===== config.mk =====
export PLATFORM = sky130hd
export DESIGN_NAME = i2c_master_transfer_sequencer
export DESIGN_NICKNAME = d
export VERILOG_FILES = /design/src/rtl/i2cms_pkg.sv /design/src/rtl/i2cms_step.sv /design/src/rtl/i2cms_out_reg.sv /design/src/rtl/i2c_master_transfer_sequencer.sv
export SDC_FILE = /design/constraint.sdc
export NUM_CORES = 1
export LEC_CHECK = 0
export BUFFER_PORTS_ARGS = -buffer_cell sky130_fd_sc_hd__buf_2
export CAP_MARGIN = 20
export CORE_MARGIN = 4
export CORE_UTILIZATION = 31
export CTS_CLUSTER_DIAMETER = 100
export CTS_CLUSTER_SIZE = 25
export DETAILED_ROUTE_END_ITERATION = 6
export HOLD_SLACK_MARGIN = 0.12
export PLACE_DENSITY = 0.64
export SLEW_MARGIN = 25
export SYNTH_ARGS = -nofsm -noshare
export SYNTH_HDL_FRONTEND = slang
export SYNTH_SLANG_ARGS = --single-unit

===== constraint.sdc =====
create_clock -name clk -period 5.8 [get_ports clk]
set_input_delay 1.16 -clock clk [delete_from_list [all_inputs] [get_ports clk]]
set_output_delay 1.16 -clock clk [all_outputs]
set_load 0.01 [all_outputs]

===== src/rtl/i2cms_pkg.sv =====
// Package: types, codes and constants of the I2C master transfer sequencer.
package i2cms_pkg;

	localparam logic [7:0] MAX_TRANSFER = 8'd255;

	localparam logic [1:0] MODE_WRITE = 2'd0;
	localparam logic [1:0] MODE_READ  = 2'd1;
	localparam logic [1:0] MODE_EVENT = 2'd2;

	localparam logic [7:0] ST_START_SENT = 8'h08;
	localparam logic [7:0] ST_SLA_W_ACK  = 8'h18;
	localparam logic [7:0] ST_DATA_W_ACK = 8'h28;
	localparam logic [7:0] ST_SLA_R_ACK  = 8'h40;
	localparam logic [7:0] ST_DATA_R_ACK = 8'h50;
	localparam logic [7:0] ST_CLASS_MASK = 8'hf0;

	typedef enum logic [2:0] {
		PH_IDLE  = 3'd0,
		PH_START = 3'd1,
		PH_ADDR  = 3'd2,
		PH_DATA  = 3'd3
	} phase_t;

	typedef struct packed {
		phase_t     phase;
		logic       is_read;
		logic [7:0] bytes_left;
		logic [6:0] target_address;
	} seq_state_t;

	typedef struct packed {
		logic [1:0] mode;
		logic [6:0] dev_address;
		logic [7:0] transfer_count;
		logic [7:0] bus_status;
		logic [7:0] rx_byte;
		logic [7:0] tx_byte;
	} req_beat_t;

	typedef struct packed {
		logic       set_start;
		logic       set_stop;
		logic       clear_start;
		logic       clear_irq;
		logic       ack_on;
		logic       ack_off;
		logic       load_tx;
		logic [7:0] tx_data;
		logic       rx_valid;
		logic [7:0] rx_data;
		logic       done_res;
		logic       success;
	} rsp_beat_t;

endpackage


===== src/rtl/i2cms_step.sv =====
// Next-state and result logic for one request beat.
module i2cms_step (
	input  i2cms_pkg::seq_state_t state,
	input  i2cms_pkg::req_beat_t  req,
	output i2cms_pkg::seq_state_t state_nxt,
	output i2cms_pkg::rsp_beat_t  rsp
);

	logic [7:0] dec_left;
	logic       fin;
	logic       fin_ok;

	assign dec_left = state.bytes_left - 8'd1;

	always_comb begin
		state_nxt = state;
		rsp       = '0;
		fin       = 1'b0;
		fin_ok    = 1'b0;
		if (req.mode == i2cms_pkg::MODE_WRITE || req.mode == i2cms_pkg::MODE_READ) begin
			if (state.phase == i2cms_pkg::PH_IDLE) begin
				state_nxt.is_read        = req.mode[0];
				state_nxt.target_address = req.dev_address;
				state_nxt.bytes_left     = (req.transfer_count > i2cms_pkg::MAX_TRANSFER) ?
					i2cms_pkg::MAX_TRANSFER : req.transfer_count;
				state_nxt.phase          = i2cms_pkg::PH_START;
				rsp.set_start            = 1'b1;
			end
		end else if (req.mode == i2cms_pkg::MODE_EVENT) begin
			unique case (state.phase)
				i2cms_pkg::PH_START: begin
					if (req.bus_status == i2cms_pkg::ST_START_SENT) begin
						rsp.load_tx     = 1'b1;
						rsp.tx_data     = {state.target_address, state.is_read};
						rsp.clear_irq   = 1'b1;
						rsp.clear_start = 1'b1;
						state_nxt.phase = i2cms_pkg::PH_ADDR;
					end else begin
						fin    = 1'b1;
						fin_ok = state.is_read && (state.bytes_left == 8'd0);
					end
				end
				i2cms_pkg::PH_ADDR, i2cms_pkg::PH_DATA: begin
					if (!state.is_read) begin
						if ((state.phase == i2cms_pkg::PH_ADDR &&
						     req.bus_status == i2cms_pkg::ST_SLA_W_ACK) ||
						    (state.phase == i2cms_pkg::PH_DATA &&
						     req.bus_status == i2cms_pkg::ST_DATA_W_ACK)) begin
							if (state.bytes_left != 8'd0) begin
								rsp.load_tx          = 1'b1;
								rsp.tx_data          = req.tx_byte;
								rsp.clear_irq        = 1'b1;
								state_nxt.bytes_left = dec_left;
								state_nxt.phase      = i2cms_pkg::PH_DATA;
							end else begin
								fin    = 1'b1;
								fin_ok = 1'b1;
							end
						end else begin
							fin = 1'b1;
						end
					end else if (state.phase == i2cms_pkg::PH_ADDR) begin
						if (req.bus_status == i2cms_pkg::ST_SLA_R_ACK) begin
							rsp.ack_on = 1'b1;
							if (state.bytes_left == 8'd0) begin
								fin    = 1'b1;
								fin_ok = 1'b1;
							end else begin
								rsp.ack_off     = (state.bytes_left == 8'd1);
								rsp.clear_irq   = 1'b1;
								state_nxt.phase = i2cms_pkg::PH_DATA;
							end
						end else begin
							fin    = 1'b1;
							fin_ok = (state.bytes_left == 8'd0);
						end
					end else if ((req.bus_status & i2cms_pkg::ST_CLASS_MASK) !=
					             i2cms_pkg::ST_DATA_R_ACK) begin
						fin    = 1'b1;
						fin_ok = (state.bytes_left == 8'd0);
					end else begin
						state_nxt.bytes_left = dec_left;
						rsp.rx_valid         = 1'b1;
						rsp.rx_data          = req.rx_byte;
						if (req.bus_status != i2cms_pkg::ST_DATA_R_ACK || dec_left == 8'd0) begin
							fin    = 1'b1;
							fin_ok = (dec_left == 8'd0);
						end else begin
							rsp.ack_off   = (dec_left == 8'd1);
							rsp.clear_irq = 1'b1;
						end
					end
				end
				default: begin
				end
			endcase
		end
		if (fin) begin
			rsp.set_stop    = 1'b1;
			rsp.clear_irq   = 1'b1;
			rsp.ack_off     = rsp.ack_off | state.is_read;
			rsp.done_res    = 1'b1;
			rsp.success     = fin_ok;
			state_nxt.phase = i2cms_pkg::PH_IDLE;
		end
	end

endmodule


===== src/rtl/i2cms_out_reg.sv =====
// Result register with valid/stall handshake toward the receiver.
module i2cms_out_reg (
	input  logic                 clk,
	input  logic                 arst_n,
	input  logic                 load,
	input  i2cms_pkg::rsp_beat_t rsp_nxt,
	output logic                 busy,
	output logic                 rsp_valid,
	input  logic                 rsp_stall,
	output i2cms_pkg::rsp_beat_t rsp
);

	logic                 valid_q;
	i2cms_pkg::rsp_beat_t rsp_q;

	assign busy      = valid_q && rsp_stall;
	assign rsp_valid = valid_q;
	assign rsp       = rsp_q;

	always_ff @(posedge clk or negedge arst_n) begin
		if (!arst_n) begin
			valid_q <= 1'b0;
		end else if (load) begin
			valid_q <= 1'b1;
		end else if (!rsp_stall) begin
			valid_q <= 1'b0;
		end
	end

	always_ff @(posedge clk) begin
		if (load) begin
			rsp_q <= rsp_nxt;
		end
	end

endmodule


===== src/rtl/i2c_master_transfer_sequencer.sv =====
// Top level of the I2C master transfer sequencer.
// Request channel (req_valid, req_stall, req): one beat is a start request
// (mode write or read, with address and byte count) or a status event from
// the byte engine (status code, received byte, next byte to send).
// Response channel (rsp_valid, rsp_stall, rsp): exactly one beat per request
// beat, carrying the engine controls, received data, done and success.
// A request accepted at one edge shows its registered response in the next
// cycle. Throughput: one beat per cycle while rsp_stall is low, set by the
// single state update between the state registers and the result register.
// Reset clears the phase to idle, the saved transfer state and the
// response valid; no response is pending after reset.
// When the receiver stalls a pending response, req_stall rises in the same
// cycle and holds requests off until the response is taken; the response
// beat holds still meanwhile.
module i2c_master_transfer_sequencer (
	input  logic                 clk,
	input  logic                 arst_n,
	input  logic                 req_valid,
	output logic                 req_stall,
	input  i2cms_pkg::req_beat_t req,
	output logic                 rsp_valid,
	input  logic                 rsp_stall,
	output i2cms_pkg::rsp_beat_t rsp
);

	i2cms_pkg::seq_state_t state_q;
	i2cms_pkg::seq_state_t state_nxt;
	i2cms_pkg::rsp_beat_t  rsp_nxt;
	logic                  accept;

	assign accept = req_valid && !req_stall;

	i2cms_step u_step (
		.state     (state_q),
		.req       (req),
		.state_nxt (state_nxt),
		.rsp       (rsp_nxt)
	);

	i2cms_out_reg u_out (
		.clk       (clk),
		.arst_n    (arst_n),
		.load      (accept),
		.rsp_nxt   (rsp_nxt),
		.busy      (req_stall),
		.rsp_valid (rsp_valid),
		.rsp_stall (rsp_stall),
		.rsp       (rsp)
	);

	always_ff @(posedge clk or negedge arst_n) begin
		if (!arst_n) begin
			state_q <= '{phase: i2cms_pkg::PH_IDLE, is_read: 1'b0,
			             bytes_left: 8'd0, target_address: 7'd0};
		end else if (accept) begin
			state_q <= state_nxt;
		end
	end

endmodule


==> flow_summary.json <==
{
  "run_status": "finished, final reports clean",
  "worst_slew_pin_slew_ns": 0.662,
  "design.final.nets": 334,
  "dieArea_sq_mm": 0.00905,
  "total_leakage_power_uw": 0.00120,
  "critPathRequiredTime_ns": 5.84,
  "dp_hpwl_um": 4240,
  "placementRows": 31,
  "hold_violations": 0,
  "cts-root-buf": "sky130_fd_sc_hd__clkbuf_8",
  "irDropWorstVdd_v": 0.000175,
  "starting_density_pct": 32.1,
  "clk_sink_count": 44,
  "ant_nets": 0,
  "first_pass_grt_wire_length_um": 9020,
  "syn_area_sq_mm": 0.00235,
  "grt_remaining_overflow": 0,
  "post-layout-total-power_uw": 1140,
  "io_pins": 73,
  "number_of_hold_buffers_added_after_cts": 0,
  "ys_seq_elements": 44,
  "clock_path_buffers": 2,
  "wire_per_inst_um": 15.1,
  "maximum_number_of_pins_on_one_net_before_global_route_repair": 31,
  "drc": 0,
  "number_of_input_and_output_port_buffers_inserted": 72,
  "area_growth_syn_to_layout_pct": 25.8,
  "grt_util_all_layers_pct": 12.8,
  "postPlaceCellArea_sq_mm": 0.00283,
  "finClkSkew_ns": 0.00908,
  "final_core_util_pct": 40.4,
  "max_clock_freq_mhz": 361,
  "timing.max_cap.violations": 0,
  "clk_transition_reported_paths_ns": 0.08,
  "cp-start-kind": "primary input",
  "setup_tns_ns": 0,
  "post_synth_adder_cell_area_pct": 2.13,
  "floorplan.core_area_sq_mm": 0.00733,
  "synth_compound_gate_area_share_pct": 17.6,
  "critical_path_class": "in -> reg",
  "htree_num_levels": 2,
  "ys.warnings.count": 0,
  "post_cts_setup_repair_bufs": 0,
  "timing.critical_path.cells": "buf_2 -> nor3_1 -> and4bb_2 -> nor4bb_4 -> nor2b_4 -> a31oi_4 -> a21oi_1",
  "post-route-period-util_pct": 47.7,
  "crit_arrival_ns": 2.81,
  "synthArstFlopShare_pct": 43.2,
  "synthMuxAreaShare_pct": 4.78,
  "syn_avg_cell_area_sq_um": 11.2,
  "die_h_um": 95.2,
  "grt_setup_unrepaired": "no",
  "viasPerCell": 5.01,
  "period_minus_slack_ns": 2.77,
  "grt_antenna_before_repair": 0,
  "vias": 1929,
  "postSynthNetCount": 260,
  "largest_family_of_logic_cells_by_synthesized_area": "simple AND/OR/NAND/NOR gates",
  "crit_path_end_kind": "flip-flop",
  "final-max-slew-violation-count": 0,
  "yosys.area_share.simple_pct": 20.2,
  "finalSetupViolations": 0,
  "seq_area_frac_synth_pct": 52.1,
  "drt_wl_total_um": 5820,
  "worst_path_largest_cell_delay_ns": 0.58,
  "postLayoutCellArea_sq_mm": 0.00296,
  "critical_path.max_fanout": 10,
  "antenna-diode-count": 0,
  "synth_flop_cell": "sky130_fd_sc_hd__edfxtp_1",
  "cpMaxStageDelayCell": "sky130_fd_sc_hd__nor4bb_4",
  "die-width_um": 95.2,
  "worst_skew_pair.late_latency_ns": 0.30,
  "synthDistinctLibCells": 54,
  "synthCells": 211,
  "drtIter0Drc": 80,
  "cts-resized-gates": 0,
  "power_density_mw_per_mm2": 386,
  "gpl.final_weighted_congestion": 0.782,
  "first_pass_iters": 4,
  "number_of_global_route_vias_before_repair": 1820,
  "ratio_of_cells_with_drive_above_1_in_the_final_layout_pct": 37.1,
  "synth-edff-count": 25,
  "slew-limit-headroom_pct": 55.6,
  "holdCritPathClass": "reg -> reg",
  "inserted_clock_buffers": 5,
  "synth_xor_xnor_area_share_pct": 0.372,
  "cts_tree": "done"
}
## Yosys cell counts (all sizes together), types with 4 or more instances
cell type / instances / area (sq um)
edfxtp: 25 / 751
nor2: 23 / 86.3
dfrtp: 19 / 475
nand2: 17 / 66.3
mux2: 10 / 113
a22oi: 8 / 60.1
and2: 8 / 50.1
nor3: 8 / 45.0
o21ai: 8 / 43.8
inv: 7 / 26.3
nand2b: 6 / 37.5
nand3: 5 / 25.0
o2bb2ai: 5 / 43.8
a21oi: 4 / 20.0
a31oi: 4 / 40.0
clkbuf: 4 / 15.0
ha: 4 / 50.1
## layer usage
layer  global-route usage (%)  routed length [um]  vias up
met5                        0                   0        -
met4                     2.88                  29        0
met3                     3.71                 424        4
met2                     20.6                2690       74
met1                     17.1                2680      907
li1                         -                   -      944
## sequential cells by signal, indices dropped and copies added, names as in the netlist
signal           flops
u_out.rsp           25
state_q             18
u_out.rsp_valid      1
## through the flow
stage / cells / worst slack (ns) / hold WS, ns
floorplan: 211 / 2.14 / 0.480
global placement: 377 / 2.46 / 0.492
detailed placement: 377 / 2.42 / 0.495
CTS: 385 / 2.74 / 0.513
global route: 385 / 2.93 / 0.543
finish: 385 / 3.03 / 0.515
## cell families (layout without fill, tap and decap cells)
kind of cell               after synthesis  in the layout
and+or+nand+nor                         85             85
AOI/OAI and AO/OA                       53             53
DFF                                     44             44
buffers and inverters                   14             89
muxes                                   10             10
adders and majority gates                4              4
xor gates and xnor gates                 1              1
## critical path: cells and delay by family
| family | cells | cell delay (ns) |
|---|---|---|
| compound gates | 2 | 0.33 |
| simple gates | 4 | 1.22 |
| buf+inv | 1 | 0.09 |
## final timing paths
path	startpoint	endpoint	slack (ns)	cells past startpoint
setup / recovery	req[17]	u_out.rsp[20]$_DFFE_PP_	3.03	7
hold / removal	state_q[1]$_DFFE_PN0P_	state_q[1]$_DFFE_PN0P_	0.52	1
setup reg to reg	state_q[7]$_DFFE_PN0P_	u_out.rsp[20]$_DFFE_PP_	3.07	8
hold reg to reg	state_q[1]$_DFFE_PN0P_	state_q[1]$_DFFE_PN0P_	0.52	1
max in group asynchronous	arst_n	state_q[16]$_DFFE_PN0P_	4.67	1
min in group asynchronous	arst_n	state_q[0]$_DFFE_PN0P_	0.80	1
## power by group
group | internal (uW) | switching, uW
clock network | 141 | 108
logic | 184 | 211
registers | 401 | 98.8
total | 726 | 418
## layout by cell type, fill, tap and decap left out, types with 4 or more instances in the layout
cell type and count:
sky130_fd_sc_hd__edfxtp_1 25, sky130_fd_sc_hd__inv_1 7, sky130_fd_sc_hd__ha_1 4, sky130_fd_sc_hd__o2bb2ai_1 5
sky130_fd_sc_hd__nand2_1 16, sky130_fd_sc_hd__clkbuf_8 6, sky130_fd_sc_hd__and2_1 8, sky130_fd_sc_hd__nand3_1 5
sky130_fd_sc_hd__nor2_1 23, sky130_fd_sc_hd__a21oi_1 4, sky130_fd_sc_hd__a22oi_1 8, sky130_fd_sc_hd__mux2_2 10
sky130_fd_sc_hd__nor3_1 7, sky130_fd_sc_hd__o21ai_0 5, sky130_fd_sc_hd__dfrtp_1 19, sky130_fd_sc_hd__nand2b_1 6
sky130_fd_sc_hd__buf_2 72
## cell type report
| class | instances | area [sq um] |
|---|---|---|
| clock buffer | 6 | 82.6 |
| clock inverter | 2 | 38.8 |
| fill | 723 | 4370 |
| inverter | 7 | 26.3 |
| multi-input combinational | 153 | 1090 |
| sequential | 44 | 1230 |
| tap | 99 | 124 |
| timing repair buffer | 74 | 375 |
Power figures use the tool's default switching activity.
